<file path="src/rtl/qsta_pkg.sv">
// ----------------------------------------------------------------------------
// qsta_pkg
// Types and constants shared by the quaternion/scale/translation to affine
// matrix pipeline.
// ----------------------------------------------------------------------------
package qsta_pkg;

  // Bits dropped when going from Q12.36 down to Q16.16
  localparam int unsigned FracDrop = 20;
  // Rotation entry width: exact Q4.28 value of 1 - 2(a+b) or 2(a-b)
  localparam int unsigned RotW     = 34;
  // Scaled entry width: Q4.28 times Q8.8, exact
  localparam int unsigned PrdW     = RotW + 16;
  // Rounding sum and shifted value widths
  localparam int unsigned SumW     = PrdW + 3;
  localparam int unsigned QntW     = SumW - FracDrop;

  typedef logic signed [15:0]     q16_t;
  typedef logic signed [31:0]     q32_t;
  typedef logic signed [RotW-1:0] rot_ent_t;
  typedef logic signed [PrdW-1:0] prd_ent_t;
  typedef logic signed [SumW-1:0] sum_t;
  typedef logic signed [QntW-1:0] qnt_t;

  localparam rot_ent_t OneQ28  = rot_ent_t'(64'sd268435456);
  localparam sum_t     RndHalf = sum_t'(64'sd524288);
  localparam qnt_t     SatMax  = qnt_t'(64'sd2147483647);
  localparam qnt_t     SatMin  = qnt_t'(-64'sd2147483648);

  typedef struct packed {
    q16_t quat_x;
    q16_t quat_y;
    q16_t quat_z;
    q16_t quat_w;
    q16_t scale_x;
    q16_t scale_y;
    q16_t scale_z;
    q32_t trans_x;
    q32_t trans_y;
    q32_t trans_z;
  } in_t;

  typedef struct packed {
    q32_t m00;
    q32_t m01;
    q32_t m02;
    q32_t m10;
    q32_t m11;
    q32_t m12;
    q32_t m20;
    q32_t m21;
    q32_t m22;
    q32_t m30;
    q32_t m31;
    q32_t m32;
  } out_t;

  // Quaternion products, Q4.28
  typedef struct packed {
    q32_t xx;
    q32_t yy;
    q32_t zz;
    q32_t xy;
    q32_t xz;
    q32_t yz;
    q32_t wx;
    q32_t wy;
    q32_t wz;
    q16_t sx;
    q16_t sy;
    q16_t sz;
    q32_t tx;
    q32_t ty;
    q32_t tz;
  } prod_t;

  // Rotation matrix entries, Q4.28
  typedef struct packed {
    rot_ent_t r00;
    rot_ent_t r01;
    rot_ent_t r02;
    rot_ent_t r10;
    rot_ent_t r11;
    rot_ent_t r12;
    rot_ent_t r20;
    rot_ent_t r21;
    rot_ent_t r22;
    q16_t     sx;
    q16_t     sy;
    q16_t     sz;
    q32_t     tx;
    q32_t     ty;
    q32_t     tz;
  } rot_t;

  // Scaled rotation entries, Q12.36
  typedef struct packed {
    prd_ent_t p00;
    prd_ent_t p01;
    prd_ent_t p02;
    prd_ent_t p10;
    prd_ent_t p11;
    prd_ent_t p12;
    prd_ent_t p20;
    prd_ent_t p21;
    prd_ent_t p22;
    q32_t     tx;
    q32_t     ty;
    q32_t     tz;
  } scl_t;

  // Round half up from Q12.36 to Q16.16, then clamp to the 32-bit range
  function automatic q32_t round_sat(prd_ent_t p);
    sum_t t;
    qnt_t q;
    t = sum_t'(p) + RndHalf;
    q = t[SumW-1:FracDrop];
    if (q > SatMax) begin
      return q32_t'(SatMax);
    end else if (q < SatMin) begin
      return q32_t'(SatMin);
    end else begin
      return q[31:0];
    end
  endfunction

endpackage

</file>
<file path="src/rtl/qsta_rot.sv">
// ----------------------------------------------------------------------------
// qsta_rot
// Second stage: combine the products into the nine rotation entries.
// ----------------------------------------------------------------------------
module qsta_rot import qsta_pkg::*; (
  input  logic  clk_i,
  input  logic  rst_ni,
  input  logic  valid_i,
  output logic  ready_o,
  input  prod_t data_i,
  output logic  valid_o,
  input  logic  ready_i,
  output rot_t  data_o
);

  logic valid_q;
  rot_t data_d, data_q;

  assign ready_o = !valid_q || ready_i;

  always_comb begin
    data_d.r00 = OneQ28 - ((rot_ent_t'(data_i.yy) + rot_ent_t'(data_i.zz)) <<< 1);
    data_d.r01 = (rot_ent_t'(data_i.xy) - rot_ent_t'(data_i.wz)) <<< 1;
    data_d.r02 = (rot_ent_t'(data_i.xz) + rot_ent_t'(data_i.wy)) <<< 1;
    data_d.r10 = (rot_ent_t'(data_i.xy) + rot_ent_t'(data_i.wz)) <<< 1;
    data_d.r11 = OneQ28 - ((rot_ent_t'(data_i.xx) + rot_ent_t'(data_i.zz)) <<< 1);
    data_d.r12 = (rot_ent_t'(data_i.yz) - rot_ent_t'(data_i.wx)) <<< 1;
    data_d.r20 = (rot_ent_t'(data_i.xz) - rot_ent_t'(data_i.wy)) <<< 1;
    data_d.r21 = (rot_ent_t'(data_i.yz) + rot_ent_t'(data_i.wx)) <<< 1;
    data_d.r22 = OneQ28 - ((rot_ent_t'(data_i.xx) + rot_ent_t'(data_i.yy)) <<< 1);
    data_d.sx  = data_i.sx;
    data_d.sy  = data_i.sy;
    data_d.sz  = data_i.sz;
    data_d.tx  = data_i.tx;
    data_d.ty  = data_i.ty;
    data_d.tz  = data_i.tz;
  end

  always_ff @(posedge clk_i or negedge rst_ni) begin
    if (!rst_ni) begin
      valid_q <= 1'b0;
    end else if (ready_o) begin
      valid_q <= valid_i;
    end
  end

  always_ff @(posedge clk_i) begin
    if (valid_i && ready_o) begin
      data_q <= data_d;
    end
  end

  assign valid_o = valid_q;
  assign data_o  = data_q;

endmodule

</file>
<file path="config.mk">
export PLATFORM = sky130hd
export DESIGN_NAME = qsta_rot
export DESIGN_NICKNAME = d
export VERILOG_FILES = /design/src/rtl/qsta_pkg.sv /design/src/rtl/qsta_rot.sv
export SDC_FILE = /design/constraint.sdc
export NUM_CORES = 1
export LEC_CHECK = 0
export BUFFER_PORTS_ARGS = -buffer_cell sky130_fd_sc_hd__buf_2
export CAP_MARGIN = 10
export CORE_AREA = 2 2 343 345
export DETAILED_ROUTE_END_ITERATION = 10
export DIE_AREA = 0 0 345 347
export SYNTH_ARGS = -nofsm -noshare
export SYNTH_HDL_FRONTEND = slang
export SYNTH_SLANG_ARGS = --single-unit
</file>
<file path="constraint.sdc">
create_clock -name clk_i -period 12.7 [get_ports clk_i]
set_input_delay 1.27 -clock clk_i [delete_from_list [all_inputs] [get_ports clk_i]]
set_output_delay 1.27 -clock clk_i [all_outputs]
set_load 0.01 [all_outputs]
</file>
==> results.sh, run 1 <==
export IMPL_synth_cell_types=97
export IMPL_arrival_ns=5.54
export IMPL_cts_hold_buf=0
export IMPL_fin_crit_ns=5.12
export IMPL_switching_share_pct=32.9
export IMPL_grtUsageMet3_pct=6.83
export IMPL_max_cap_viol_count=0
export IMPL_cp_top_family="compound AO/OA/AOI/OAI gates"
export IMPL_internal_power_mw=3.25
export IMPL_clockRootBuffer="clkbuf_16"
export IMPL_num_vias=26200
export IMPL_finalCritPeriodShare_pct=40.3
export IMPL_drt_wl_total_um=125000
export IMPL_fin_worst_skew_ns=0.0348
export IMPL_critPathMaxFanout=4
export IMPL_post_cts_resized=0
export IMPL_cp_cell_sequence="buf_2 > ha_1 > inv_1 > fa_1 > o21bai_1 > a21oi_1 > o21ai_0 > a311oi_1 > o21ai_0 > a2111oi_0 > nor3_1 > o41ai_1 > o221ai_1 > a21oi_1 > xnor2_1"
export IMPL_status="finished clean"
export IMPL_max_slew_margin_pct=28.4
export IMPL_combinationalPowerShare_pct=28.2
export IMPL_drt_vias_per_instance=4.87
export IMPL_ant_nets=0
export IMPL_cts_made_buffers=58
export IMPL_wl_per_cell_um=23.2
export IMPL_cp_start_kind="input pin"
export IMPL_async_flop_share_pct=0.228
export IMPL_power_switching_mw=1.59
export IMPL_die_area_um2=120000
export IMPL_drive_above_1_share_pct=26.6
export IMPL_timing_final_hold_violations=0
export IMPL_power_density_nw_per_um2=128
export IMPL_hpwl_um=104000
export IMPL_worst_pin_slew_ns=1.06
export IMPL_synth_seq_cells=439
export IMPL_groute_usage_overall_pct=19.9
export IMPL_firstDrtPassIters=5
export IMPL_fmax_ghz=0.195
export IMPL_synth_area_top_cells="edfxtp_1, ha_1, xnor2_1, a21oi_1, inv_1"
export IMPL_layout_nets=4531
export IMPL_overflow=0
export IMPL_yosys_top_cells_count="edfxtp_1, ha_1, a21oi_1"
export IMPL_slowest_delay_ns=0.83
export IMPL_cts_tree="yes"
export IMPL_rsz0062_at_grt="no"
export IMPL_grt_util_met1_pct=20.8
export IMPL_fillers=12000
export IMPL_grt_pass1_vias=25500
export IMPL_critPathRequiredTime_ns=13.12
export IMPL_critical_path_class="input pin to flop"
export IMPL_grt_start_max_net_pins=129
export IMPL_port_buffers=878
export IMPL_p_leak_nw=16.2
export IMPL_first_iter_violations=1738
export IMPL_cts_buffer_depth=3
export IMPL_yosysTopAreaCell="edfxtp_1"
export IMPL_synthFlopType="edfxtp_1"
export IMPL_power_frac_seq_pct=38.2
export IMPL_clkPwrFrac_pct=33.6
export IMPL_use_met2_pct=35.5
export IMPL_yosysWarnings=0
export IMPL_ioPinCount=888
export IMPL_cp_num_buf_inv=2
export IMPL_ys_seq_area_share_pct=43.8
export IMPL_setup_viol=0
export IMPL_coreArea_um2=116000
export IMPL_grt_busiest_layer="met2"
export IMPL_antenna_found_initial=73
export IMPL_crit_slowest_cell="a2111oi_0"
export IMPL_report_final_slew_viol_count=0
export IMPL_synth_edff_count=438
export IMPL_endpoint_kind="flop"
export IMPL_cts_sinks=439
export IMPL_fp_row_count=125
export IMPL_tns_ns=0
export IMPL_postCtsSetupRepairBufs=0
export IMPL_clk_pin_slew_worst_paths_ns=0.06
export IMPL_synth_cells=2940
export IMPL_drc=0
export IMPL_dieHeight_um=347
export IMPL_area_growth_pct=26.2
export IMPL_grt_pass1_wl_um=174000
export IMPL_irDropWorstVdd_v=0.0000990
export IMPL_gp_congestion=0.932
export IMPL_die_x_um=345
export IMPL_synth_most_common_cell="edfxtp_1"
export IMPL_hold_path_class="input pin to asynchronous set/reset pin"
export IMPL_htree_num_levels=2
export IMPL_initial_core_util_pct=26.0
export IMPL_synth_area_um2=30100
export IMPL_avgSynthCellArea_um2=10.2
export IMPL_synth_top_area_share_pct=43.8
export IMPL_timing_hold_ws_ns=0.356
export IMPL_worstSkewPairLatency_ns=0.67
-- power by group through the flow --
stage          clock [mW]  combinational, mW  sequential (mW)
4_1_cts              1.68               1.37             1.85
2_1_floorplan           0              0.772             1.97
5_1_grt              1.73               1.49             1.86
6_report             1.63               1.37             1.85
3_3_place_gp            0               1.36             1.88
3_5_place_dp            0               1.37             1.88
-- registers in the layout (all words and copies together), names as in the netlist --
name and cells:
data_o 438, valid_o 1
-- cell families (layout without fill, tap and decap cells) --
kind of cell / after synthesis / count (layout) / synth area share, %
xor+xnor: 301 / 301 / 8.77
buf+inv: 347 / 1240 / 4.54
fa+ha+maj: 300 / 300 / 12.7
other cells: 1 / 28 / 0.0125
compound gates: 784 / 784 / 17.1
flops: 439 / 439 / 43.8
simple gates: 755 / 755 / 12.5
mux: 13 / 13 / 0.441
-- area by class of cell --
cell class	count	area, µm²	share of cell area (%)
Timing Repair Buffer	887	4470	11.8
Sequential cell	439	13200	34.8
Clock inverter	41	338	0.891
Antenna cell	19	47.5	0.125
Tap cell	1524	1910	5.03
Multi-Input combinational cell	2162	15500	41.0
Clock buffer	65	1500	3.95
Inverter	247	927	2.45
-- metal layers --
| layer | part of all wire, % | vias up |
|---|---|---|
| met1 | 36 | 12500 |
| met5 | 0.37 | - |
| met4 | 5.4 | 66 |
| li1 | - | 12500 |
| met2 | 49 | 1007 |
| met3 | 9.0 | 259 |
-- per-stage QoR --
| step | setup slack, ns | cell area, µm² | cells | power [mW] | util, % |
|---|---|---|---|---|---|
| global route | 7.19 | 37900 | 5375 | 5.09 | 32.7 |
| finish | 7.58 | 37900 | 5384 | 4.84 | 32.8 |
| floorplan | 0.437 | 30100 | 2948 | 2.75 | - |
| global placement | 7.01 | 36000 | 5259 | 3.24 | 31.1 |
| CTS | 7.62 | 37900 | 5365 | 4.91 | 32.7 |
| detailed placement | 6.90 | 36000 | 5259 | 3.25 | 31.1 |
-- cells in the final DEF, fill, tap and decap left out, drive strengths merged, types with 17 or more instances in the layout --
cell	synthesis	routed
clkinv	3	36
o21bai	53	53
o21a	20	20
nand4	22	22
xnor2	210	210
o211ai	37	37
nand2b	39	39
nand3	58	58
a31oi	23	23
inv	244	247
a21oi	247	247
nor2b	32	32
nor2	243	243
and2	29	29
edfxtp	438	438
and3	17	17
nand2	134	134
ha	291	291
a21o	81	81
or3	23	23
xor2	91	91
a211oi	30	30
clkbuf	78	65
nor4	22	22
buf	22	887
nor3	68	68
o21ai	140	140
diode	0	19
-- worst paths after layout --
kind | from | endpoint | slack [ns] | cells after the start
hold reg to reg | valid_o$_DFFE_PN0N_ | valid_o$_DFFE_PN0N_ | 0.55 | 2
hold / removal | rst_ni | valid_o$_DFFE_PN0N_ | 0.36 | 1
min in group clk_i | valid_o$_DFFE_PN0N_ | valid_o$_DFFE_PN0N_ | 0.55 | 2
setup / recovery | data_i[208] | data_o[209]$_DFFE_PP_ | 7.58 | 15
setup reg to reg | valid_o$_DFFE_PN0N_ | data_o[414]$_DFFE_PP_ | 8.99 | 5
max in group asynchronous | rst_ni | valid_o$_DFFE_PN0N_ | 12.26 | 1
No activity file was read; power rests on OpenSTA's default activity.
==> run 2, diff against run 1 <==
Settings changed: CORE_AREA 2 2 343 345 to 2 2 350 352, DIE_AREA 0 0 345 347 to 0 0 352 354.
Clock period 12.7 ns to 4.62 ns, I/O delays scaled along.
==> run 2 against run 1 <==
Against the previous run:
- final area increased by 6.4%
- final cell count increased by 6.1%
- combinational power increased to 2.9 times the previous value
- clock skew increased by 0.0091 ns
- clock-buffer cell count decreased by 4
- critical path depth decreased by 1
- utilization increased by 0.61 points
==> results.sh, run 2 (synthesis gave the netlist of run 1 again) <==
export IMPL_status="finished clean"
export IMPL_irDropWorstVdd_v=0.000310
export IMPL_power_switching_mw=4.54
export IMPL_area_growth_pct=34.2
export IMPL_cp_start_kind="input pin"
export IMPL_drt_vias_per_instance=4.73
export IMPL_clk_pin_slew_worst_paths_ns=0.06
export IMPL_max_slew_margin_pct=43.4
export IMPL_hold_path_class="input pin to flop"
export IMPL_timing_final_hold_violations=0
export IMPL_power_density_nw_per_um2=345
export IMPL_cts_made_buffers=58
export IMPL_critPathRequiredTime_ns=5.06
export IMPL_worstSkewPairLatency_ns=0.68
export IMPL_port_buffers=878
export IMPL_num_vias=27000
export IMPL_largest_reg_flops=438
export IMPL_drive_above_1_share_pct=27.2
export IMPL_initial_core_util_pct=24.9
export IMPL_critical_path_class="input pin to flop"
export IMPL_drt_wl_total_um=127000
export IMPL_setup_viol=0
export IMPL_cts_sinks=439
export IMPL_grt_pass1_wl_um=179000
export IMPL_endpoint_kind="flop"
export IMPL_rsz0062_at_grt="no"
export IMPL_clkPwrFrac_pct=35.0
export IMPL_layout_nets=4754
export IMPL_worst_pin_slew_ns=0.838
export IMPL_fp_row_count=128
export IMPL_max_cap_viol_count=0
export IMPL_cts_tree="yes"
export IMPL_post_cts_resized=0
export IMPL_combinationalPowerShare_pct=28.4
export IMPL_power_mw=13.9
export IMPL_die_area_um2=125000
export IMPL_clockRootBuffer="clkbuf_16"
export IMPL_power_frac_seq_pct=36.6
export IMPL_critPathMaxFanout=3
export IMPL_switching_share_pct=32.6
export IMPL_ioPinCount=888
export IMPL_wl_per_cell_um=22.2
export IMPL_critPathLaunch="data_i[336]"
export IMPL_firstDrtPassIters=5
export IMPL_fin_worst_skew_ns=0.0439
export IMPL_crit_end="data_o[313]$_DFFE_PP_"
export IMPL_htree_num_levels=2
export IMPL_dieHeight_um=354
export IMPL_coreArea_um2=121000
export IMPL_p_leak_nw=17.3
export IMPL_overflow=0
export IMPL_reg2reg_depth=4
export IMPL_cts_buffer_depth=3
export IMPL_r2r_start="valid_o$_DFFE_PN0N_"
export IMPL_utilization_pct=33.4
export IMPL_r2r_slack_ns=2.45
export IMPL_report_final_slew_viol_count=0
export IMPL_rr_endpoint="data_o[435]$_DFFE_PP_"
export IMPL_gp_congestion=0.944
export IMPL_antenna_found_initial=66
export IMPL_postCtsSetupRepairBufs=0
export IMPL_finalCritPeriodShare_pct=88.3
export IMPL_fmax_ghz=0.245
export IMPL_final_common_cell="buf_2"
export IMPL_ant_nets=0
export IMPL_drc=0
export IMPL_mostFrequentLayoutCells="buf_2, edfxtp_1, ha_1, a21oi_1, inv_1"
export IMPL_grt_start_max_net_pins=80
export IMPL_groute_usage_overall_pct=19.4
export IMPL_first_iter_violations=1947
export IMPL_hpwl_um=105000
export IMPL_arrival_ns=4.52
export IMPL_internal_power_mw=9.37
export IMPL_grt_pass1_vias=26800
export IMPL_tns_ns=0
export IMPL_fin_crit_ns=4.08
export IMPL_die_x_um=352
export IMPL_timing_hold_ws_ns=0.0382
export IMPL_cts_hold_buf=145
[run 2: cell count changes in the layout (fill, tap and decap cells not counted), moves of 4 or more]
cell	previous run	this run
buf_12	1	5
buf_4	8	82
bufinv_16	4	9
clkinv_1	15	11
clkinv_2	17	5
clkinv_4	3	9
clkinvlp_4	1	5
diode_2	19	24
dlygate4sd3_1	0	145
[run 2: worst min-delay path by stage]
| stage | from | end | slack [ns] | cells past startpoint |
|---|---|---|---|---|
| 2_1_floorplan | rst_ni | valid_o$_DFFE_PN0N_ | 0.17 | 0 |
| 3_3_place_gp | rst_ni | valid_o$_DFFE_PN0N_ | 0.24 | 1 |
| 3_5_place_dp | rst_ni | valid_o$_DFFE_PN0N_ | 0.24 | 1 |
| 4_1_cts | data_i[79] | data_o[79]$_DFFE_PP_ | 0.009 | 1 |
| 5_1_grt | data_i[79] | data_o[79]$_DFFE_PP_ | 0.02 | 1 |
| 6_report | data_i[79] | data_o[79]$_DFFE_PP_ | 0.04 | 1 |
[run 2: metrics by stage]
stage | instances | worst slack (ns) | area (µm²)
6_report | 5713 | 0.542 | 40300
3_5_place_dp | 5438 | -0.128 | 36800
2_1_floorplan | 2948 | 0.451 | 30100
3_3_place_gp | 5438 | -0.0652 | 36800
5_1_grt | 5700 | 0.385 | 40300
4_1_cts | 5689 | 0.611 | 40300
[run 2: final cells by class]
cell class                      count  area [µm²]
Antenna cell                       24        60.1
Clock buffer                       61        1460
Clock inverter                     45         576
Fill cell                       12400       80600
Inverter                          247         927
Multi-Input combinational cell   2162       15500
Sequential cell                   439       13200
Tap cell                         1625        2030
Timing Repair Buffer             1110        6560
[run 2: per-layer routing]
| metal | vias up | share of wire (%) | global-route usage (%) |
|---|---|---|---|
| met2 | 1047 | 50 | 34.9 |
| li1 | 12900 | - | - |
| met4 | 48 | 5.1 | 9.03 |
| met3 | 245 | 8.6 | 6.21 |
| met1 | 12800 | 36 | 20.5 |
| met5 | - | 0.24 | 0 |
[run 2: power by group through the flow]
| stage | sequential (mW) | combinational [mW] | clock (mW) |
|---|---|---|---|
| 6_report | 5.08 | 3.96 | 4.87 |
| 5_1_grt | 5.11 | 4.32 | 5.16 |
| 4_1_cts | 5.09 | 3.97 | 5.04 |
| 3_5_place_dp | 5.17 | 3.84 | 0 |
| 3_3_place_gp | 5.17 | 3.82 | 0 |
| 2_1_floorplan | 5.35 | 2.12 | 0 |
[run 2: worst max-delay path, stage by stage]
cell,delay (ns)
buf_2,0.10
ha_1,0.20
inv_1,0.08
fa_1,0.41
nand2b_1,0.21
a211oi_1,0.33
nor2_1,0.16
o311ai_2,0.39
o21ai_1,0.18
mux2i_1,0.18
or4_1,0.59
o41a_1,0.50
or3b_1,0.39
o311a_1,0.34
