===== src/rtl/qsta_pkg.sv =====
// ----------------------------------------------------------------------------
// qsta_pkg
// Types and constants shared by the quaternion/scale/translation to affine
// matrix pipeline.
// ----------------------------------------------------------------------------
package qsta_pkg;

  // Bits dropped when going from Q12.36 down to Q16.16
  localparam int unsigned FracDrop = 20;
  // Rotation entry width: exact Q4.28 value of 1 - 2(a+b) or 2(a-b)
  localparam int unsigned RotW     = 34;
  // Scaled entry width: Q4.28 times Q8.8, exact
  localparam int unsigned PrdW     = RotW + 16;
  // Rounding sum and shifted value widths
  localparam int unsigned SumW     = PrdW + 3;
  localparam int unsigned QntW     = SumW - FracDrop;

  typedef logic signed [15:0]     q16_t;
  typedef logic signed [31:0]     q32_t;
  typedef logic signed [RotW-1:0] rot_ent_t;
  typedef logic signed [PrdW-1:0] prd_ent_t;
  typedef logic signed [SumW-1:0] sum_t;
  typedef logic signed [QntW-1:0] qnt_t;

  localparam rot_ent_t OneQ28  = rot_ent_t'(64'sd268435456);
  localparam sum_t     RndHalf = sum_t'(64'sd524288);
  localparam qnt_t     SatMax  = qnt_t'(64'sd2147483647);
  localparam qnt_t     SatMin  = qnt_t'(-64'sd2147483648);

  typedef struct packed {
    q16_t quat_x;
    q16_t quat_y;
    q16_t quat_z;
    q16_t quat_w;
    q16_t scale_x;
    q16_t scale_y;
    q16_t scale_z;
    q32_t trans_x;
    q32_t trans_y;
    q32_t trans_z;
  } in_t;

  typedef struct packed {
    q32_t m00;
    q32_t m01;
    q32_t m02;
    q32_t m10;
    q32_t m11;
    q32_t m12;
    q32_t m20;
    q32_t m21;
    q32_t m22;
    q32_t m30;
    q32_t m31;
    q32_t m32;
  } out_t;

  // Quaternion products, Q4.28
  typedef struct packed {
    q32_t xx;
    q32_t yy;
    q32_t zz;
    q32_t xy;
    q32_t xz;
    q32_t yz;
    q32_t wx;
    q32_t wy;
    q32_t wz;
    q16_t sx;
    q16_t sy;
    q16_t sz;
    q32_t tx;
    q32_t ty;
    q32_t tz;
  } prod_t;

  // Rotation matrix entries, Q4.28
  typedef struct packed {
    rot_ent_t r00;
    rot_ent_t r01;
    rot_ent_t r02;
    rot_ent_t r10;
    rot_ent_t r11;
    rot_ent_t r12;
    rot_ent_t r20;
    rot_ent_t r21;
    rot_ent_t r22;
    q16_t     sx;
    q16_t     sy;
    q16_t     sz;
    q32_t     tx;
    q32_t     ty;
    q32_t     tz;
  } rot_t;

  // Scaled rotation entries, Q12.36
  typedef struct packed {
    prd_ent_t p00;
    prd_ent_t p01;
    prd_ent_t p02;
    prd_ent_t p10;
    prd_ent_t p11;
    prd_ent_t p12;
    prd_ent_t p20;
    prd_ent_t p21;
    prd_ent_t p22;
    q32_t     tx;
    q32_t     ty;
    q32_t     tz;
  } scl_t;

  // Round half up from Q12.36 to Q16.16, then clamp to the 32-bit range
  function automatic q32_t round_sat(prd_ent_t p);
    sum_t t;
    qnt_t q;
    t = sum_t'(p) + RndHalf;
    q = t[SumW-1:FracDrop];
    if (q > SatMax) begin
      return q32_t'(SatMax);
    end else if (q < SatMin) begin
      return q32_t'(SatMin);
    end else begin
      return q[31:0];
    end
  endfunction

endpackage


===== src/rtl/qsta_rnd.sv =====
// ----------------------------------------------------------------------------
// qsta_rnd
// Last stage: round to Q16.16, clamp, and hold the result for the output.
// ----------------------------------------------------------------------------
module qsta_rnd import qsta_pkg::*; (
  input  logic clk_i,
  input  logic rst_ni,
  input  logic valid_i,
  output logic ready_o,
  input  scl_t data_i,
  output logic valid_o,
  input  logic ready_i,
  output out_t data_o
);

  logic valid_q;
  out_t data_d, data_q;

  assign ready_o = !valid_q || ready_i;

  always_comb begin
    data_d.m00 = round_sat(data_i.p00);
    data_d.m01 = round_sat(data_i.p01);
    data_d.m02 = round_sat(data_i.p02);
    data_d.m10 = round_sat(data_i.p10);
    data_d.m11 = round_sat(data_i.p11);
    data_d.m12 = round_sat(data_i.p12);
    data_d.m20 = round_sat(data_i.p20);
    data_d.m21 = round_sat(data_i.p21);
    data_d.m22 = round_sat(data_i.p22);
    data_d.m30 = data_i.tx;
    data_d.m31 = data_i.ty;
    data_d.m32 = data_i.tz;
  end

  always_ff @(posedge clk_i or negedge rst_ni) begin
    if (!rst_ni) begin
      valid_q <= 1'b0;
    end else if (ready_o) begin
      valid_q <= valid_i;
    end
  end

  always_ff @(posedge clk_i) begin
    if (valid_i && ready_o) begin
      data_q <= data_d;
    end
  end

  assign valid_o = valid_q;
  assign data_o  = data_q;

endmodule


===== config.mk =====
export PLATFORM = sky130hd
export DESIGN_NAME = qsta_rnd
export DESIGN_NICKNAME = d
export VERILOG_FILES = /design/src/rtl/qsta_pkg.sv /design/src/rtl/qsta_rnd.sv
export SDC_FILE = /design/constraint.sdc
export NUM_CORES = 1
export LEC_CHECK = 0
export BUFFER_PORTS_ARGS = -buffer_cell sky130_fd_sc_hd__buf_2
export CELL_PAD_IN_SITES_DETAIL_PLACEMENT = 1
export CELL_PAD_IN_SITES_GLOBAL_PLACEMENT = 1
export CORE_AREA = 2 2 362 364
export CTS_CLUSTER_SIZE = 16
export DETAILED_ROUTE_END_ITERATION = 10
export DIE_AREA = 0 0 364 366
export PLACE_DENSITY_LB_ADDON = 0.05
export SLEW_MARGIN = 20
export SYNTH_ARGS = -nofsm -noshare
export SYNTH_HDL_FRONTEND = slang
export SYNTH_SLANG_ARGS = --single-unit

===== constraint.sdc =====
create_clock -name clk_i -period 12.2 [get_ports clk_i]
set_clock_uncertainty 0.05 [all_clocks]
set_input_delay 1.22 -clock clk_i [delete_from_list [all_inputs] [get_ports clk_i]]
set_output_delay 1.22 -clock clk_i [all_outputs]
set_load 0.01 [all_outputs]

==> results.md, run 1 <==
* Outcome: completed
* Critical path's slowest cell: buf_4
* Share of the synthesized area in the top cell type at about two thirds
* Drt wl/cell at 21.5 um
* Crit-path max FO at 55
* Final WL at slightly above 80000 um
* Crit. End Element: flip-flop
* First-pass DRT Iterations at 4
* DRC violations left at 0
* R2R Path Start: valid_o
* Hpwl dp at ~65000 um
* Die Ht at 366 um
* Final setup vio count at 0
* Vias at 13100
* Port Buffer Count at about 760
* Pleak at 0.00932 uW
* Setup tns final at 0 ns
* Multi-input combinational cell area at 5240 um^2
* VDD IR-drop max at 0.0833 mV
* Setup Fix Bufs, Post-CTS at 0
* Peak Freq at 291 MHz
* Final Cycle Share at 28.2%
* Max Cap Viol at 0
* # rows at 132
* FF-to-FF path depth at 4
* Largest net degree at the start of global routing at approximately 120
* Reg2reg end: data_o[214]
* Full die area at 133000 um^2
* Worst slew margin at 28.5%
* Starting Density at around an eighth
* Layout cells sized above 1 at 42.9%
* Clock Latency Late Sink at 0.64 ns
* Synth top area cells: edfxtp_1 68%, xnor2_1 9.5%, xor2_1 4.0%, nand4_1 3.2%, nand3_1 3.1%
* Syn Area/Cell at 14.3 um^2
* Layout area overhead at 45.1%
* TritonCTS clock tree: done
* Vias in the first global route at 14400
* CTS sink cnt at between 300 and 400
* RSZ-0062 raised after global routing: false
* CP cell instances: buf_2 > nand2b_1 > and2_4 > buf_4 > buf_4
* Arrival @ worst endpoint at 3.66 ns
* Peak per-stage delay on the critical path at 0.74 ns
* Sw frac at 25.9%
* Netlist cell types at 35
* Combinational power share at between 10% and 20%
* I/O Pins at 936
* Root Buffer: clkbuf_16
* CTS Buffer Depth at 3
* Routed Antenna Nets at 0
* Post-Synthesis Cells at 1188
* Detail-routed via count per cell at 3.47
* Total global-route track usage at 11.8%
* Synth warn at 0
* CTS Hold Bufs at 0
* R2r setup slk at 9.07 ns
* Number of enable flip-flop cells after synthesis at 384
* Most common flop cell mapped by yosys: edfxtp_1
* Post-CTS resize count at 0
* Kind of critical path: in2reg
* Worst-margin pin slew at 1.07 ns
* Synth cell count leaders: 384 x edfxtp_1, 184 x xnor2_1, 104 x nand3_1
* Count leader, synth: edfxtp_1
* Fillers at 14700
* Die X at ~360 um
* Reg power frac at approximately 45%
* Initial antenna violation count at 43
* Total gr overflow at 0
* Cell Int Power at 2600 uW
* Hold Vio Cnt, Final at 0
* Minimum clock period at around 3.4 ns
* Switch Pwr at just over 900 uW
* Max Slew Vio Count at 0
* Critical Path RT at 12.42 ns
* Fin nets at 2548
* Mapped Area at 17000 um^2
* Clock power share at 45.0%
* Largest area contributor in the netlist: edfxtp_1
* Hold Crit Class: in2async
* First-pass GRT wire length at 112000 um
* Core area at 129000 um^2
* Async SR Flop Fraction at 0.260%
* Total power draw at 3510 uW
* Most frequent CP cell: buf_4
* Syn nets at 1747
* Post-synthesis register bit count at roughly 390
* Worst-path clk slew at roughly 0.05 ns
* CTS Buf Count at 55
* Startpoint types: primary input
* Register Area at 11600 um^2
* Placer Congestion at approximately 0.75
* Register area share after synthesis at roughly two thirds
* Cell area power density at 142 nW/um^2
* Htree depth at 2
* First DRT Iteration DRCs at 473
[power by group through the flow]
stage | clock, uW | sequential [uW] | combinational (uW)
CTS | 1660 | 1570 | 374
global placement | 0 | 1600 | 373
finish | 1580 | 1570 | 359
detailed placement | 0 | 1600 | 372
global route | 1700 | 1580 | 398
floorplan | 0 | 1660 | 89.1
[worst max-delay path, delay by kind of cell]
family	cells	cell delay (ns)
buf+inv	3	1.46
simple gates	2	0.75
[logic make-up (layout without fill, tap and decap cells)]
kind of cell             count (synthesis)  count (layout)  synth area share [%]
AO/OA/AOI/OAI                           12              12                 0.515
XOR/XNOR                               261             261                  13.4
buffers and inverters                   51             892                  1.40
other                                    0              14                     0
flip-flops                             385             385                  67.9
AND/OR/NAND/NOR                        470             470                  16.1
adder cells (fa/ha/maj)                  9               9                 0.662
[flip-flops by register name, indices dropped and copies added, names as in the netlist]
name / cells
valid_o: 1
data_o: 384
[per-layer routing]
metal / share of wire (%) / wire [um] / up-vias / GRT usage, %
li1: - / - / 6099 / -
met3: 15 / 11900 / 138 / 8.03
met1: 37 / 29700 / 6307 / 12.1
met2: 46 / 37600 / 540 / 19.5
met4: 2.1 / 1740 / 50 / 3.08
met5: 0.39 / 316 / - / 0
[area by class of cell]
class                      instances  share of cell area [%]
clock buffer                      71                    5.91
antenna                           14                   0.142
multi-input combinational        752                    21.2
timing repair buffer             775                    15.9
inverter                          20                   0.304
clock inverter                    26                   0.922
tap                             1742                    8.83
sequential                       385                    46.8
[how the worst max path moves through the flow]
| stage | from | to | slack [ns] |
|---|---|---|---|
| after detailed placement | ready_i | data_o[44] | 8.05 |
| after global routing | ready_i | data_o[44] | 8.60 |
| after CTS | ready_i | data_o[44] | 8.76 |
| after floorplan | ready_i | data_o[0] | 1.21 |
| final | ready_i | data_o[214] | 8.76 |
| after global placement | ready_i | data_o[222] | 8.09 |
[metrics by stage]
step                util [%]  std cells  hold slack [ns]  setup WS, ns  cell area, um^2
floorplan                  -       1188            0.572          1.21            17000
global placement        17.8       3674            0.464          8.09            23000
detailed placement      17.8       3674            0.474          8.05            23000
CTS                     19.1       3771            0.214          8.76            24600
global route            19.1       3776            0.243          8.60            24700
finish                  19.1       3785            0.298          8.76            24700
[cells in the final DEF, fill, tap and decap left out, types with 3 or more instances in the layout]
| cell | count |
|---|---|
| and2_1 | 14 |
| and3_1 | 40 |
| and4_1 | 17 |
| and4_2 | 4 |
| buf_2 | 764 |
| buf_4 | 10 |
| bufinv_16 | 4 |
| clkbuf_1 | 15 |
| clkbuf_16 | 56 |
| clkinv_1 | 14 |
| clkinv_2 | 6 |
| diode_2 | 14 |
| edfxtp_1 | 384 |
| ha_1 | 9 |
| inv_1 | 20 |
| nand2_1 | 81 |
| nand2b_1 | 3 |
| nand3_1 | 104 |
| nand3_2 | 3 |
| nand4_1 | 86 |
| nand4b_1 | 3 |
| nor2_1 | 41 |
| nor3_1 | 22 |
| nor3_2 | 3 |
| nor4_1 | 25 |
| nor4_2 | 4 |
| nor4_4 | 6 |
| nor4b_2 | 3 |
| o21a_1 | 10 |
| or3_1 | 3 |
| xnor2_1 | 184 |
| xor2_1 | 77 |
(Power assumes the default switching activity.)
==> inputs of run 2 (changes only) <==
==> constraint.sdc (replaced) <==
create_clock -name clk_i -period 3.3 [get_ports clk_i]
set_clock_uncertainty 0.05 [all_clocks]
set_input_delay 0.33 -clock clk_i [delete_from_list [all_inputs] [get_ports clk_i]]
set_output_delay 0.33 -clock clk_i [all_outputs]
set_load 0.01 [all_outputs]
==> run 2 against run 1 <==
- critical path depth rose by 2
- hold slack got worse by 0.22 ns
- sequential cell count did not move
- global-route usage rose by 0.49 points
- core utilization rose by 3.4 points
- first-iteration DRC count rose by 3.6%
==> results.md, run 2 (synthesis gave the netlist of run 1 again) <==
* Vias at 14800 (+12%)
* Die Ht at 366 um (unchanged)
* I/O Pins at 936 (unchanged)
* Crit-path max FO at 8 (-85%)
* CP endpoint: data_o[349]
* Peak per-stage delay on the critical path at 0.72 ns (-0.02 ns)
* Pleak at 0.0112 uW (+20%)
* Outcome: completed
* Peak Freq at 358 MHz
* Total global-route track usage at 12.3% (+0.49 points)
* Top Family by Delay on Critical Path: simple AND/OR/NAND/NOR gates
* CTS Buffer Depth at 3 (unchanged)
* DRC violations left at 0 (unchanged)
* Routed Antenna Nets at 0 (unchanged)
* Final setup vio count at 0 (unchanged)
* RSZ-0062 raised after global routing: false
* Minimum clock period at 2.79 ns
* Post-layout util at 22.5% (+3.4 points)
* Total power draw at 13400 uW (+280%)
* Post-CTS resize count at 0 (unchanged)
* Final Cycle Share at 84.6%
* Critical Path Source: data_i[470]
* Final WL at 84700 um (+4.3%)
* Hold Vio Cnt, Final at 0 (unchanged)
* Max Cap Viol at 0 (unchanged)
* Core area at 129000 um^2 (unchanged)
* Setup Fix Bufs, Post-CTS at 0 (unchanged)
* FF-to-FF path depth at 3 (-1)
* Cell area power density at 461 nW/um^2 (+220%)
* Drt wl/cell at 20.0 um (-6.6%)
* Starting Density at 13.2% (unchanged)
* Clock Latency Late Sink at 0.63 ns (about the same)
* Startpoint types: primary input
* Detail-routed via count per cell at 3.49 (+0.70%)
* R2r setup slk at 1.39 ns (-7.68 ns)
* Arrival @ worst endpoint at 3.12 ns (-0.54 ns)
* Vias in the first global route at 16200 (+13%)
* Die X at 364 um (unchanged)
* Setup tns final at 0 ns (unchanged)
* Critical path's slowest cell: nor4_4
* VDD IR-drop max at 0.333 mV (+300%)
* Critical Path RT at 3.63 ns (-8.79 ns)
* Total gr overflow at 0 (unchanged)
* R2R Path Start: valid_o
* Max FFs per register at 384 (unchanged)
* Full die area at 133000 um^2 (unchanged)
* Most frequent cells in the layout: 764 x buf_2, 418 x dlygate4sd3_1, 384 x edfxtp_1, 184 x xnor2_1, 104 x nand3_1
* Reg2reg end: data_o[264]
* Port Buffer Count at 764 (unchanged)
* Placer Congestion at 0.728 (-2.7%)
* Max Slew Vio Count at 0 (unchanged)
* CP cell instances: dlygate4sd3_1 > buf_2 > nand4_1 > nor4_4 > nand4_1 > xnor2_1 > dlygate4sd3_1
* TritonCTS clock tree: done
* Worst-margin pin slew at 0.904 ns (-0.162 ns)
* Design area at 29100 um^2 (+18%)
* Root Buffer: clkbuf_16
* Fin nets at 2988 (+17%)
* Most common cell after layout, fill and taps aside: buf_2
* Worst slew margin at 39.3% (+11 points)
* # rows at 132 (unchanged)
* Kind of critical path: in2reg
* Fillers at 14600 (-0.69%)
* Fin worst setup slack at 0.508 ns (-8.26 ns)
* WP buf/inv at 3 (unchanged)
* Worst-path clk slew at 0.05 ns (about the same)
* CTS Buf Count at 57 (+3.6%)
* Layout cells sized above 1 at 36.0% (-6.9 points)
* CTS Hold Bufs at 418 (+418)
* Layout area overhead at 70.8%
* CTS sink cnt at 385 (unchanged)
* Place WS at 0.825 ns (-7.22 ns)
* First-pass GRT wire length at 118000 um (+5.8%)
* Instance count on the critical path at 7 (+2)
* Hpwl dp at 66900 um (+3.7%)
* Crit. End Element: flip-flop
* First-pass DRT Iterations at 6 (+2)
* Htree depth at 2 (unchanged)
* Hold Crit Class: in2reg
* First DRT Iteration DRCs at 490 (+3.6%)
* Initial antenna violation count at 29 (-33%)
* Largest net degree at the start of global routing at 108 (-6.1%)
* Placed instance area at 23100 um^2 (+0.77%)
[run 2: layout make-up]
cell class | instances | area, um^2 | area share (%)
multi-input combinational | 752 | 5230 | 18.0
clock inverter | 22 | 149 | 0.512
timing repair buffer | 1213 | 8290 | 28.5
inverter | 20 | 75.1 | 0.258
tap | 1742 | 2180 | 7.50
sequential | 385 | 11600 | 39.8
clock buffer | 81 | 1560 | 5.36
antenna | 10 | 25.0 | 0.0861
[run 2: worst min-delay path by stage]
stage / start / to / slack [ns] / cells after the start
floorplan: rst_ni / valid_o / -0.02 / 0
global placement: rst_ni / valid_o / 0.06 / 1
detailed placement: rst_ni / valid_o / 0.06 / 1
CTS: data_i[285] / data_o[211] / 0.001 / 3
global route: data_i[271] / data_o[197] / 0.05 / 2
finish: data_i[285] / data_o[211] / 0.07 / 3
[run 2: power by group]
group	switching, uW	leakage, uW	total, uW	internal (uW)
clock	2420	0.000832	5810	3400
sequential	72.4	0.00367	5800	5730
combinational	951	0.00669	1790	837
[run 2: stage by stage]
stage / hold WS (ns) / std cells
after floorplan: -0.0156 / 1188
after global placement: 0.0574 / 3694
after detailed placement: 0.0567 / 3694
after CTS: 0.00127 / 4215
after global routing: 0.0457 / 4221
final: 0.0747 / 4225
[run 2: worst reg2reg max path, cell delays in order, from the launching register on]
cell and delay, ns:
dfrtp_1 0.37, nand2b_1 0.11, and2_4 0.32, buf_4 0.62
[run 2: per-layer routing]
layer / global-route usage [%] / share of wire [%]
met2: 20.3 / 46
met4: 3.46 / 2.4
met5: 0 / 0.20
met1: 13.2 / 38
met3: 7.22 / 13
==> inputs of run 3 (changes only) <==
--- a/config.mk
+++ b/config.mk
@@ -5,13 +5,14 @@
 export SDC_FILE = /design/constraint.sdc
 export NUM_CORES = 1
 export LEC_CHECK = 0
+export ABC_AREA = 1
 export BUFFER_PORTS_ARGS = -buffer_cell sky130_fd_sc_hd__buf_2
 export CELL_PAD_IN_SITES_DETAIL_PLACEMENT = 1
 export CELL_PAD_IN_SITES_GLOBAL_PLACEMENT = 1
-export CORE_AREA = 2 2 362 364
+export CORE_AREA = 2 2 360 362
 export CTS_CLUSTER_SIZE = 16
 export DETAILED_ROUTE_END_ITERATION = 10
-export DIE_AREA = 0 0 364 366
+export DIE_AREA = 0 0 362 364
 export PLACE_DENSITY_LB_ADDON = 0.05
 export SLEW_MARGIN = 20
 export SYNTH_ARGS = -nofsm -noshare
==> constraint.sdc (replaced) <==
create_clock -name clk_i -period 2.9 [get_ports clk_i]
set_clock_uncertainty 0.05 [all_clocks]
set_input_delay 0.29 -clock clk_i [delete_from_list [all_inputs] [get_ports clk_i]]
set_output_delay 0.29 -clock clk_i [all_outputs]
set_load 0.01 [all_outputs]
==> run 3 against run 2 <==
- sequential cell count unchanged
- via count is 27% higher
- routed wire length up 13%
- synthesized area grew 18%
- combinational power grew 25%
- final area rose by 9.0%
- critical path type unchanged
- critical endpoint is now data_o[233]
- largest cell class unchanged
==> results.md, run 3 <==
* TritonCTS clock tree: done
* Cell Int Power at 11800 uW (+18%)
* Most common flop cell mapped by yosys: edfxtp_1
* Placed instance area at 26000 um^2 (+12%)
* Syn nets at 2676 (+53%)
* # rows at 132 (unchanged)
* Layout cells sized above 1 at 29.2% (-6.8 points)
* Peak per-stage delay on the critical path at 0.57 ns (-0.15 ns)
* Drt wl/cell at 19.0 um (-5.1%)
* Kind of critical path: in2reg
* WP buf/inv at 5 (+2)
* First-pass GRT wire length at 139000 um (+18%)
* Fillers at 15100 (+3.5%)
* First-pass DRT Iterations at 5 (-1)
* Starting Density at 15.6% (+2.4 points)
* Switch Pwr at 4180 uW (+22%)
* Max FFs per register at 384 (unchanged)
* Critical Path RT at 3.23 ns (-0.40 ns)
* CTS Hold Bufs at 375 (-10%)
* Port Buffer Count at 764 (unchanged)
* Sw frac at 26.2% (+0.49 points)
* Crit. End Element: flip-flop
* DRC violations left at 0 (unchanged)
* VDD IR-drop max at 0.377 mV (+13%)
* Crit-path max FO at 6 (-2)
* Syn Area/Cell at 9.45 um^2 (-34%)
* Synth cell count leaders: 670 x nand2_1, 384 x edfxtp_1, 266 x inv_1
* CTS sink cnt at 385 (unchanged)
* Hold Vio Cnt, Final at 0 (unchanged)
* Max Slew Vio Count at 0 (unchanged)
* Worst-path clk slew at 0.06 ns (about the same)
* Cell area power density at 505 nW/um^2 (+9.4%)
* Critical path's slowest cell: dlygate4sd3_1
* Mapped Area at 20000 um^2 (+18%)
* Outcome: completed
* Detail-routed via count per cell at 3.73 (+6.6%)
* Worst slew margin at 48.5% (+9.2 points)
* Post-synthesis register bit count at 385 (unchanged)
* Total power draw at 16000 uW (+19%)
* Arrival @ worst endpoint at 2.28 ns (-0.84 ns)
* Total global-route track usage at 14.2% (+1.9 points)
* Clock power share at 44.7% (+1.3 points)
* Routed Antenna Nets at 0 (unchanged)
* Design area at 31700 um^2 (+9.0%)
* Final WL at 96000 um (+13%)
* Htree depth at 2 (unchanged)
* Number of enable flip-flop cells after synthesis at 384 (unchanged)
* Largest net degree at the start of global routing at 111 (+2.8%)
* Minimum clock period at 1.95 ns
* Combinational power share at 14.0% (+0.7 points)
* Top Family by Delay on Critical Path: buffers and inverters
* CTS Buffer Depth at 3 (unchanged)
* First DRT Iteration DRCs at 722 (+47%)
* Register area share after synthesis at 57.8% (-10 points)
* Count leader, synth: nand2_1
* I/O Pins at 936 (unchanged)
* Post-Synthesis Cells at 2117 (+78%)
* Hold Crit Class: in2reg
* Hpwl dp at 78800 um (+18%)
* Synth top area cells: edfxtp_1 58%, nand2_1 13%, inv_1 5.0%, nor2_1 4.8%, xor2_1 3.3%
* Largest area contributor in the netlist: edfxtp_1
* Setup Fix Bufs, Post-CTS at 0 (unchanged)
* Netlist cell types at 29 (-17%)
* CTS Buf Count at 55 (-3.5%)
* Post-layout util at 24.7% (+2.2 points)
* Full die area at 132000 um^2 (-1.1%)
* Worst-margin pin slew at 0.773 ns (-0.132 ns)
* Most common cell after layout, fill and taps aside: buf_2
* Clock Latency Late Sink at 0.63 ns (about the same)
* Multi-input combinational cell area at 7400 um^2 (+42%)
* Most frequent cells in the layout: 764 x buf_2, 670 x nand2_1, 384 x edfxtp_1, 375 x dlygate4sd3_1, 266 x inv_1
* Core area at 128000 um^2 (-0.51%)
* Async SR Flop Fraction at 0.260% (unchanged)
* Pleak at 0.0136 uW (+21%)
* Max Cap Viol at 0 (unchanged)
* Layout area overhead at 58.4%
* Fin nets at 3871 (+30%)
* Dpl cells at 4555 (+23%)
* Peak Freq at between 500 and 600 MHz
* Final setup vio count at 0 (unchanged)
* RSZ-0062 raised after global routing: false
* Synth warn at 0 (unchanged)
* Die X at 362 um (-0.55%)
* CP cell instances: dlygate4sd3_1 > buf_2 > ha_1 > nand2_2 > nor2_8 > nand3_4 > inv_1 > o21ai_0 > dlygate4sd3_1 > inv_1
* Final Cycle Share at 67.1%
* Fin cells at 5046 (+19%)
* Reg power frac at 41.3% (-2.0 points)
* Startpoint types: primary input
* Register Area at 11600 um^2 (unchanged)
* Root Buffer: clkbuf_16
* Placer Congestion at 0.795 (+9.2%)
* Die Ht at 364 um (-0.55%)
* Post-CTS resize count at 0 (unchanged)
* Share of the synthesized area in the top cell type at 57.7% (-10 points)
* Initial antenna violation count at 29 (unchanged)
* Vias in the first global route at 20800 (+28%)
* Total gr overflow at 0 (unchanged)
* Vias at 18800 (+27%)
run 3: changes by cell type after synthesis, moves of 17 or more:
cell      delta
nor4_1      -25
and4_1      -17
nor2_2      +29
inv_1      +246
and3_1      -40
nand2_2     +25
nand2_1    +589
nand3_1     +20
nor2_4      +49
nand3b_1    +39
nand4_1     -42
xnor2_1    -130
nor2_1     +215
run 3: metal layers:
layer,share of wire (%),global-route usage (%),vias to the layer above
met2,46,23.8,526
li1,-,-,9296
met4,1.9,3.08,22
met5,0.13,0,-
met3,9.5,6.08,109
met1,42,16.9,8847
run 3: worst paths after layout:
path	start	to	slack, ns	depth (start not counted)
hold reg to reg	valid_o	data_o[0]	0.83	2
max in group asynchronous	rst_ni	valid_o	2.26	3
min in group asynchronous	rst_ni	valid_o	0.44	3
setup reg to reg	valid_o	data_o[375]	1.00	3
hold / removal	data_i[289]	data_o[215]	0.05	4
setup / recovery	data_i[316]	data_o[233]	0.95	10
run 3: layout make-up:
type,count,share of cell area (%)
antenna,13,0.103
clock buffer,61,4.55
clock inverter,42,1.38
inverter,268,3.18
multi-input combinational,1452,23.3
sequential,385,36.5
tap,1675,6.62
timing repair buffer,1150,24.3
run 3: tightest hold or removal path: stages:
cell and delay, ns:
buf_2 0.14, nand3_1 0.09, nand2_1 0.06, inv_1 0.05
run 3: kinds of logic after synthesis:
kind of cell	share of synthesized area (%)
compound gates	0.801
xor+xnor	5.65
fa+ha+maj	0.563
buf+inv	5.28
flops	57.8
simple gates	29.9
run 3: power groups by stage:
stage / registers, uW / logic, uW / clock network, uW
finish: 6600 / 2230 / 7150
global route: 6630 / 2480 / 7690
CTS: 6610 / 2310 / 7520
detailed placement: 6720 / 1850 / 0
global placement: 6710 / 1840 / 0
floorplan: 6950 / 558 / 0
run 3: metrics by stage:
step           TNS (ns)  worst slack [ns]  hold slack, ns
2_1_floorplan  -1688.34             -4.40         -0.0556
3_3_place_gp          0             0.966          0.0154
3_5_place_dp          0             0.966          0.0169
4_1_cts               0             0.961         0.00170
5_1_grt               0             0.888          0.0407
6_report              0             0.954          0.0519
